<file path="src/hw/rtl/prf_pkg.sv">
// ---------------------------------------------------------------------------
// prf_pkg
// Request codes, status codes and the response record shared by the
// packet ring FIFO modules.
// ---------------------------------------------------------------------------
package prf_pkg;

	localparam int LEN_W     = 11;
	localparam int BYTE_W    = 8;
	localparam int CNT_OUT_W = 3;

	typedef enum logic [1:0] {
		REQ_RX        = 2'd0,
		REQ_POP_BEGIN = 2'd1,
		REQ_POP_NEXT  = 2'd2,
		REQ_RESET     = 2'd3
	} req_t;

	typedef enum logic [2:0] {
		ST_OK      = 3'd0,
		ST_EMPTY   = 3'd1,
		ST_DROPPED = 3'd2,
		ST_TRUNC   = 3'd3,
		ST_NO_POP  = 3'd4
	} status_t;

	// Response of one request as it moves from the ring state to the output.
	typedef struct packed {
		status_t                status;
		logic [LEN_W-1:0]       pop_length;
		logic                   data_last;
		logic                   byte_rd;    // data byte comes from the store
		logic                   pop_begin;  // response still needs the slot length
		logic [CNT_OUT_W-1:0]   packet_count;
	} rsp_info_t;

endpackage

</file>
<file path="src/hw/rtl/prf_ctrl.sv">
// ---------------------------------------------------------------------------
// prf_ctrl
// Ring pointers, fill count, receive and pop state. Decides each request
// at accept time and finishes pop begin once the slot length is read.
// ---------------------------------------------------------------------------
module prf_ctrl
	import prf_pkg::*;
#(
	parameter int SLOTS      = 4,
	parameter int SLOT_BYTES = 1536
) (
	input  logic                          clk,
	input  logic                          arst_n,
	input  logic                          accept,
	input  logic [1:0]                    req_type,
	input  logic                          rx_last,
	input  logic                          rx_bad,
	input  logic                          pb_done,
	input  logic [LEN_W-1:0]              pb_max_len,
	input  logic [$clog2(SLOT_BYTES+1)-1:0] len_rdata,
	output rsp_info_t                     acc_info,
	output rsp_info_t                     pb_info,
	output logic                          byte_we,
	output logic [$clog2(SLOTS)-1:0]      byte_wslot,
	output logic [$clog2(SLOT_BYTES+1)-1:0] byte_woff,
	output logic                          byte_re,
	output logic [$clog2(SLOTS)-1:0]      byte_rslot,
	output logic [LEN_W-1:0]              byte_roff,
	output logic                          len_we,
	output logic [$clog2(SLOTS)-1:0]      len_wslot,
	output logic [$clog2(SLOT_BYTES+1)-1:0] len_wdata,
	output logic                          len_re,
	output logic [$clog2(SLOTS)-1:0]      len_rslot
);

	localparam int SW   = $clog2(SLOTS);
	localparam int CW   = $clog2(SLOTS + 1);
	localparam int OW   = $clog2(SLOT_BYTES + 1);
	localparam int CMPW = (OW > LEN_W) ? OW : LEN_W;

	logic [SW-1:0]    wr_slot_q, wr_slot_d;
	logic [SW-1:0]    rd_slot_q, rd_slot_d;
	logic [CW-1:0]    cnt_q, cnt_d;
	logic [OW-1:0]    wr_off_q, wr_off_d;
	logic             disc_q, disc_d;
	logic [LEN_W-1:0] rd_off_q, rd_off_d;
	logic [LEN_W-1:0] rd_lim_q, rd_lim_d;
	logic             pop_q, pop_d;

	always_ff @(posedge clk or negedge arst_n) begin
		if (!arst_n) begin
			wr_slot_q <= '0;
			rd_slot_q <= '0;
			cnt_q     <= '0;
			wr_off_q  <= '0;
			disc_q    <= 1'b0;
			rd_off_q  <= '0;
			rd_lim_q  <= '0;
			pop_q     <= 1'b0;
		end else begin
			wr_slot_q <= wr_slot_d;
			rd_slot_q <= rd_slot_d;
			cnt_q     <= cnt_d;
			wr_off_q  <= wr_off_d;
			disc_q    <= disc_d;
			rd_off_q  <= rd_off_d;
			rd_lim_q  <= rd_lim_d;
			pop_q     <= pop_d;
		end
	end

	logic [SW-1:0]    rd_slot_inc;
	logic [SW-1:0]    wr_slot_inc;
	logic [OW-1:0]    wr_off_new;
	logic [LEN_W-1:0] rd_off_inc;
	logic [LEN_W-1:0] pb_len;
	logic             full;

	assign rd_slot_inc = (rd_slot_q == SW'(SLOTS - 1)) ? '0 : SW'(rd_slot_q + 1'b1);
	assign wr_slot_inc = (wr_slot_q == SW'(SLOTS - 1)) ? '0 : SW'(wr_slot_q + 1'b1);
	assign rd_off_inc  = LEN_W'(rd_off_q + 1'b1);
	assign full        = (cnt_q >= CW'(SLOTS));

	// clip stored length to the caller buffer
	assign pb_len = (CMPW'(len_rdata) > CMPW'(pb_max_len)) ? pb_max_len
		: LEN_W'(len_rdata);

	assign byte_wslot = wr_slot_q;
	assign byte_woff  = wr_off_q;
	assign byte_rslot = rd_slot_q;
	assign byte_roff  = rd_off_q;
	assign len_wslot  = wr_slot_q;
	assign len_rslot  = rd_slot_q;

	always_comb begin
		wr_slot_d  = wr_slot_q;
		rd_slot_d  = rd_slot_q;
		cnt_d      = cnt_q;
		wr_off_d   = wr_off_q;
		disc_d     = disc_q;
		rd_off_d   = rd_off_q;
		rd_lim_d   = rd_lim_q;
		pop_d      = pop_q;
		byte_we    = 1'b0;
		byte_re    = 1'b0;
		len_we     = 1'b0;
		len_re     = 1'b0;
		len_wdata  = wr_off_q;
		wr_off_new = wr_off_q;
		acc_info   = '{status: ST_OK, pop_length: '0, data_last: 1'b0,
			byte_rd: 1'b0, pop_begin: 1'b0, packet_count: '0};
		pb_info    = acc_info;

		if (accept) begin
			unique case (req_t'(req_type))
				REQ_RX: begin
					if (disc_q || (wr_off_q == '0 && full)) begin
						// drop the whole packet up to its last byte
						acc_info.status = ST_DROPPED;
						disc_d = !rx_last;
					end else begin
						if (wr_off_q < OW'(SLOT_BYTES)) begin
							byte_we    = 1'b1;
							wr_off_new = OW'(wr_off_q + 1'b1);
						end else begin
							acc_info.status = ST_TRUNC;
						end
						wr_off_d = wr_off_new;
						if (rx_last) begin
							wr_off_d = '0;
							if (!rx_bad && wr_off_new != '0 && !full) begin
								len_we    = 1'b1;
								len_wdata = wr_off_new;
								wr_slot_d = wr_slot_inc;
								cnt_d     = CW'(cnt_q + 1'b1);
							end
						end
					end
				end
				REQ_POP_BEGIN: begin
					// finished once the slot length is back
					acc_info.pop_begin = 1'b1;
					len_re = 1'b1;
				end
				REQ_POP_NEXT: begin
					if (!pop_q || rd_off_q >= rd_lim_q || 32'(rd_off_q) >= SLOT_BYTES) begin
						acc_info.status = ST_NO_POP;
					end else begin
						byte_re = 1'b1;
						acc_info.byte_rd    = 1'b1;
						acc_info.pop_length = rd_lim_q;
						rd_off_d = rd_off_inc;
						if (rd_off_inc >= rd_lim_q) begin
							acc_info.data_last = 1'b1;
							rd_slot_d = rd_slot_inc;
							pop_d     = 1'b0;
							if (cnt_q != '0) begin
								cnt_d = CW'(cnt_q - 1'b1);
							end
						end
					end
				end
				REQ_RESET: begin
					wr_slot_d = '0;
					rd_slot_d = '0;
					cnt_d     = '0;
					wr_off_d  = '0;
					disc_d    = 1'b0;
					rd_off_d  = '0;
					rd_lim_d  = '0;
					pop_d     = 1'b0;
				end
				default: begin
				end
			endcase
		end else if (pb_done) begin
			if (cnt_q == '0) begin
				pb_info.status = ST_EMPTY;
				pop_d = 1'b0;
			end else begin
				pb_info.pop_length = pb_len;
				rd_off_d = '0;
				rd_lim_d = pb_len;
				pop_d    = 1'b1;
				if (pb_len == '0) begin
					// nothing to deliver: release the tail now
					rd_slot_d = rd_slot_inc;
					cnt_d     = CW'(cnt_q - 1'b1);
					pop_d     = 1'b0;
				end
			end
		end

		acc_info.packet_count = CNT_OUT_W'(cnt_d);
		pb_info.packet_count  = CNT_OUT_W'(cnt_d);
	end

	a_cnt_range: assert property (@(posedge clk) disable iff (!arst_n)
		cnt_q <= CW'(SLOTS))
		else $error("packet count above ring size");

	a_pop_has_packet: assert property (@(posedge clk) disable iff (!arst_n)
		pop_q |-> (cnt_q != '0 && rd_off_q < rd_lim_q))
		else $error("active pop without a readable tail packet");

	a_disc_at_start: assert property (@(posedge clk) disable iff (!arst_n)
		disc_q |-> (wr_off_q == '0))
		else $error("discard while a packet is being stored");

endmodule

</file>
<file path="config.mk">
export PLATFORM = sky130hd
export DESIGN_NAME = prf_ctrl
export DESIGN_NICKNAME = d
export VERILOG_FILES = /design/src/hw/rtl/prf_pkg.sv /design/src/hw/rtl/prf_ctrl.sv
export SDC_FILE = /design/constraint.sdc
export NUM_CORES = 1
export LEC_CHECK = 0
export ABC_AREA = 1
export BUFFER_PORTS_ARGS = -buffer_cell sky130_fd_sc_hd__buf_2
export CORE_UTILIZATION = 40
export DETAILED_ROUTE_END_ITERATION = 12
export SYNTH_ARGS = -nofsm -noshare
export SYNTH_HDL_FRONTEND = slang
export SYNTH_SLANG_ARGS = --single-unit
</file>
<file path="constraint.sdc">
create_clock -name clk -period 3.6 [get_ports clk]
set_input_delay 0 -clock clk [delete_from_list [all_inputs] [get_ports clk]]
set_output_delay 0 -clock clk [all_outputs]
set_load 0.02 [all_outputs]
</file>
==> qor.txt <==
Outcome: completed
Area growth from synthesis to layout: 17.0%
Clock buffer depth: 2
Max transition margin: 33.8%
Worst skew pair latency: 310 ps
Die W: 104 µm
Gate Count Post-Synth: 625
CTS tree: yes
RR Startpoint: byte_roff[3]$_DFFE_PN0P_
Hold slack: 68.6 ps
Ant diodes: 0
Worst setup path start: byte_roff[3]$_DFFE_PN0P_
Req. time, crit path: 3600 ps
Slew Viols, Final: 0
CP Capture Type: primary output
H-tree depth: 2
Inserted Clock Buffers: 5
Worst-Margin Slew: 993 ps
PD cells: 482 mW/mm²
Max_cap viols: 0
Crit-path max cell delay: 440 ps
Detailed Route WL: 10800 µm
DR pass1 iterations: 4
Switching Share: 49.6%
Die ar.: 0.0108 mm²
Most used DFF post-synth: dfrtp_1
Post-DP HPWL: 8730 µm
FFs w/ async S/R, synth: 100%
Share of cells above drive strength 1: 21.6%
Synthesized cell area: 0.00415 mm²
CORE AREA: 0.00991 mm²
Period Utilization, post-route: 91.7%
Largest area contributor in the netlist: dfrtp_1
Vias: 4216
Starting Density: 41.9%
First-pass GRT wire length: 18300 µm
Synthesized flop and latch total: 42
Most common cell after layout, fill and taps aside: nand2_1
Top cells by area, synth: dfrtp_1 (25%), ha_1 (13%), nand2_1 (12%), inv_1 (9.5%), nand3_1 (6.8%)
Pre-CTS WS: 476 ps
Yosys cell types: 36
CP Class: register to primary output
# rows: 36
R2R cell count: 17
Register area share after synthesis: 25.3%
Overflow after GRT: 0
Synth top area share: 25.3%
CP startpoint kind: register
Crit path max-delay cell type: dfrtp_1
WHS Endpoint: byte_wslot[0]$_DFFE_PN0P_
Buffers added on ports: 109
Final setup viols: 0
Pin count of the biggest net entering global routing: 43
RSZ-0062 raised after global routing: yes
Worst path arrival time: 3300 ps
I/O Pins: 115
Clock sinks: 42
Skew final: 15.8 ps
P_leak: 2.86 nW
Final WS setup: 300 ps
Yosys Warn Count: 0
Final Hold Fails: 0
Hold Path Origin: req_type[1]
Worst hold stages: 4
Vias in the first global route: 3869
Switching power total: 1.16 mW
Routed Antenna Nets: 0
Total global routing track utilization: 20.6%
R2R Setup Slk: 590 ps
Max Fclk: 303 MHz
Syn avg cell area: 6.64 µm²
1st-iter DRT viols: 147
Drt drc: 0
Die Height: 104 µm
Initial antenna violation count: 0
Capturing point of the worst reg2reg path: pop_q$_DFFE_PN0P_
Post-layout nets: 794
Cell Chain, Critical Path: inv_1 > nor4_4 > nand3_2 > nor2_2 > nand3_1 > xor2_2 > ha_1 > a21oi_1 > o21ai_0 > a21oi_2 > nand3_2 > nand2_1 > nand2_1 > nand2_1 > nand3_1 > nand3_1 > nand2_1 > nand3_1 > buf_2
Clock-pin slew on the worst setup and hold paths: 90 ps
Final GP Congestion: 0.879
Maximum VDD drop: 0.325 mV
Root Driver: clkbuf_8
Crit-path max FO: 6
Via density: 4.94
Cell-internal power: 1.18 mW
Flop pwr share: 29.0%
Clock share of power: 14.3%
Number of flops mapped to enable cells by yosys: 0
Hold crit path type: input port to register
Combinational cell fraction of total power: 56.7%
DR WL/cell: 12.7 µm
Most frequent cells in the layout: nand2_1 (138), buf_2 (109), inv_1 (105)
Min cycle time layout: 3300 ps
flip-flops by register name, indices dropped and copies added, names as in the netlist:
name,flops
byte_wslot,2
byte_woff,11
byte_rslot,2
byte_roff,11
rd_lim_q,11
pop_q,1
disc_q,1
cnt_q,3
kinds of logic after synthesis:
group                      Yosys count  share of synthesized area (%)
and+or+nand+nor                    315                           35.2
buffers and inverters              136                           14.1
AOI/OAI and AO/OA                   78                           10.1
adders and majority gates           44                           13.3
DFF                                 42                           25.3
xor gates and xnor gates             9                           1.90
other                                1                         0.0904
repair_timing:
| action | 4_1_cts | 5_1_grt |
|---|---|---|
| buffers inserted | 0 | 0 |
| endpoints found under the setup margin | 0 | 9 |
| hold buffers | 2 | 0 |
| endpoints found under the hold margin | 43 | 0 |
| gates resized for setup | 0 | 8 |
power by group through the flow:
| stage | clock (mW) | sequential, mW | combinational (mW) |
|---|---|---|---|
| after CTS | 0.344 | 0.679 | 1.33 |
| final | 0.335 | 0.679 | 1.33 |
| after detailed placement | 0 | 0.690 | 1.32 |
| after floorplan | 0 | 0.714 | 0.971 |
| after global routing | 0.357 | 0.695 | 1.51 |
| after global placement | 0 | 0.683 | 1.31 |
through the flow:
stage	cell area, µm²	total power [mW]	TNS [ps]	utilization (%)	std cells
final	4860	2.34	0	49.0	854
after global routing	4860	2.56	-25.4	49.0	854
after CTS	4820	2.35	0	48.6	854
after detailed placement	4700	2.01	0	47.5	844
after global placement	4700	1.99	0	47.5	844
after floorplan	4160	1.68	0	-	629
worst max-delay path, delay by kind of cell (launching register included):
family,cells,cell delay [ps]
AO/OA/AOI/OAI,3,430
XOR/XNOR,1,170
adder cells (fa/ha/maj),1,300
buffers and inverters,2,300
flip-flops,1,440
AND/OR/NAND/NOR,12,1360
layout make-up:
| cell class | count | area (µm²) |
|---|---|---|
| clock buffer | 7 | 86.3 |
| clock inverter | 1 | 5.00 |
| fill | 1035 | 5050 |
| inverter | 108 | 405 |
| tap | 133 | 166 |
| sequential | 42 | 1050 |
| multi-input combinational | 451 | 2570 |
| timing repair buffer | 112 | 573 |
worst max-delay path by stage:
| stage | cells after the start | to | slack, ps |
|---|---|---|---|
| floorplan | 19 | pb_info[1] | 560 |
| global placement | 19 | pb_info[1] | 550 |
| detailed placement | 19 | acc_info[1] | 480 |
| CTS | 19 | acc_info[1] | 120 |
| global route | 19 | acc_info[1] | -20 |
| finish | 19 | pb_info[1] | 300 |
synthesized netlist by cell type (2+ instances only):
master,count
o22ai_1,12
buf_6,2
nor2_1,65
buf_2,2
nand4_1,19
nor2_2,3
buf_4,15
nand3_2,2
clkbuf_1,9
xor2_1,9
nor3_1,3
nand2_2,13
o21ai_0,37
nand4_2,2
inv_1,105
nor2_4,4
ha_1,44
a21oi_1,19
nand3_1,56
dfrtp_1,42
nand2_1,138
nor4_1,2
inv_2,3
o21ai_1,6
and3_1,2
metal layers:
layer / GRT usage (%) / part of all wire, % / vias to the layer above
li1: - / - / 2177
met1: 28.2 / 48 / 1909
met2: 33.7 / 45 / 123
met3: 3.52 / 6.0 / 7
met4: 4.59 / 0.90 / 0
met5: 0 / 0 / -
No activity file was read; power rests on OpenSTA's default activity.
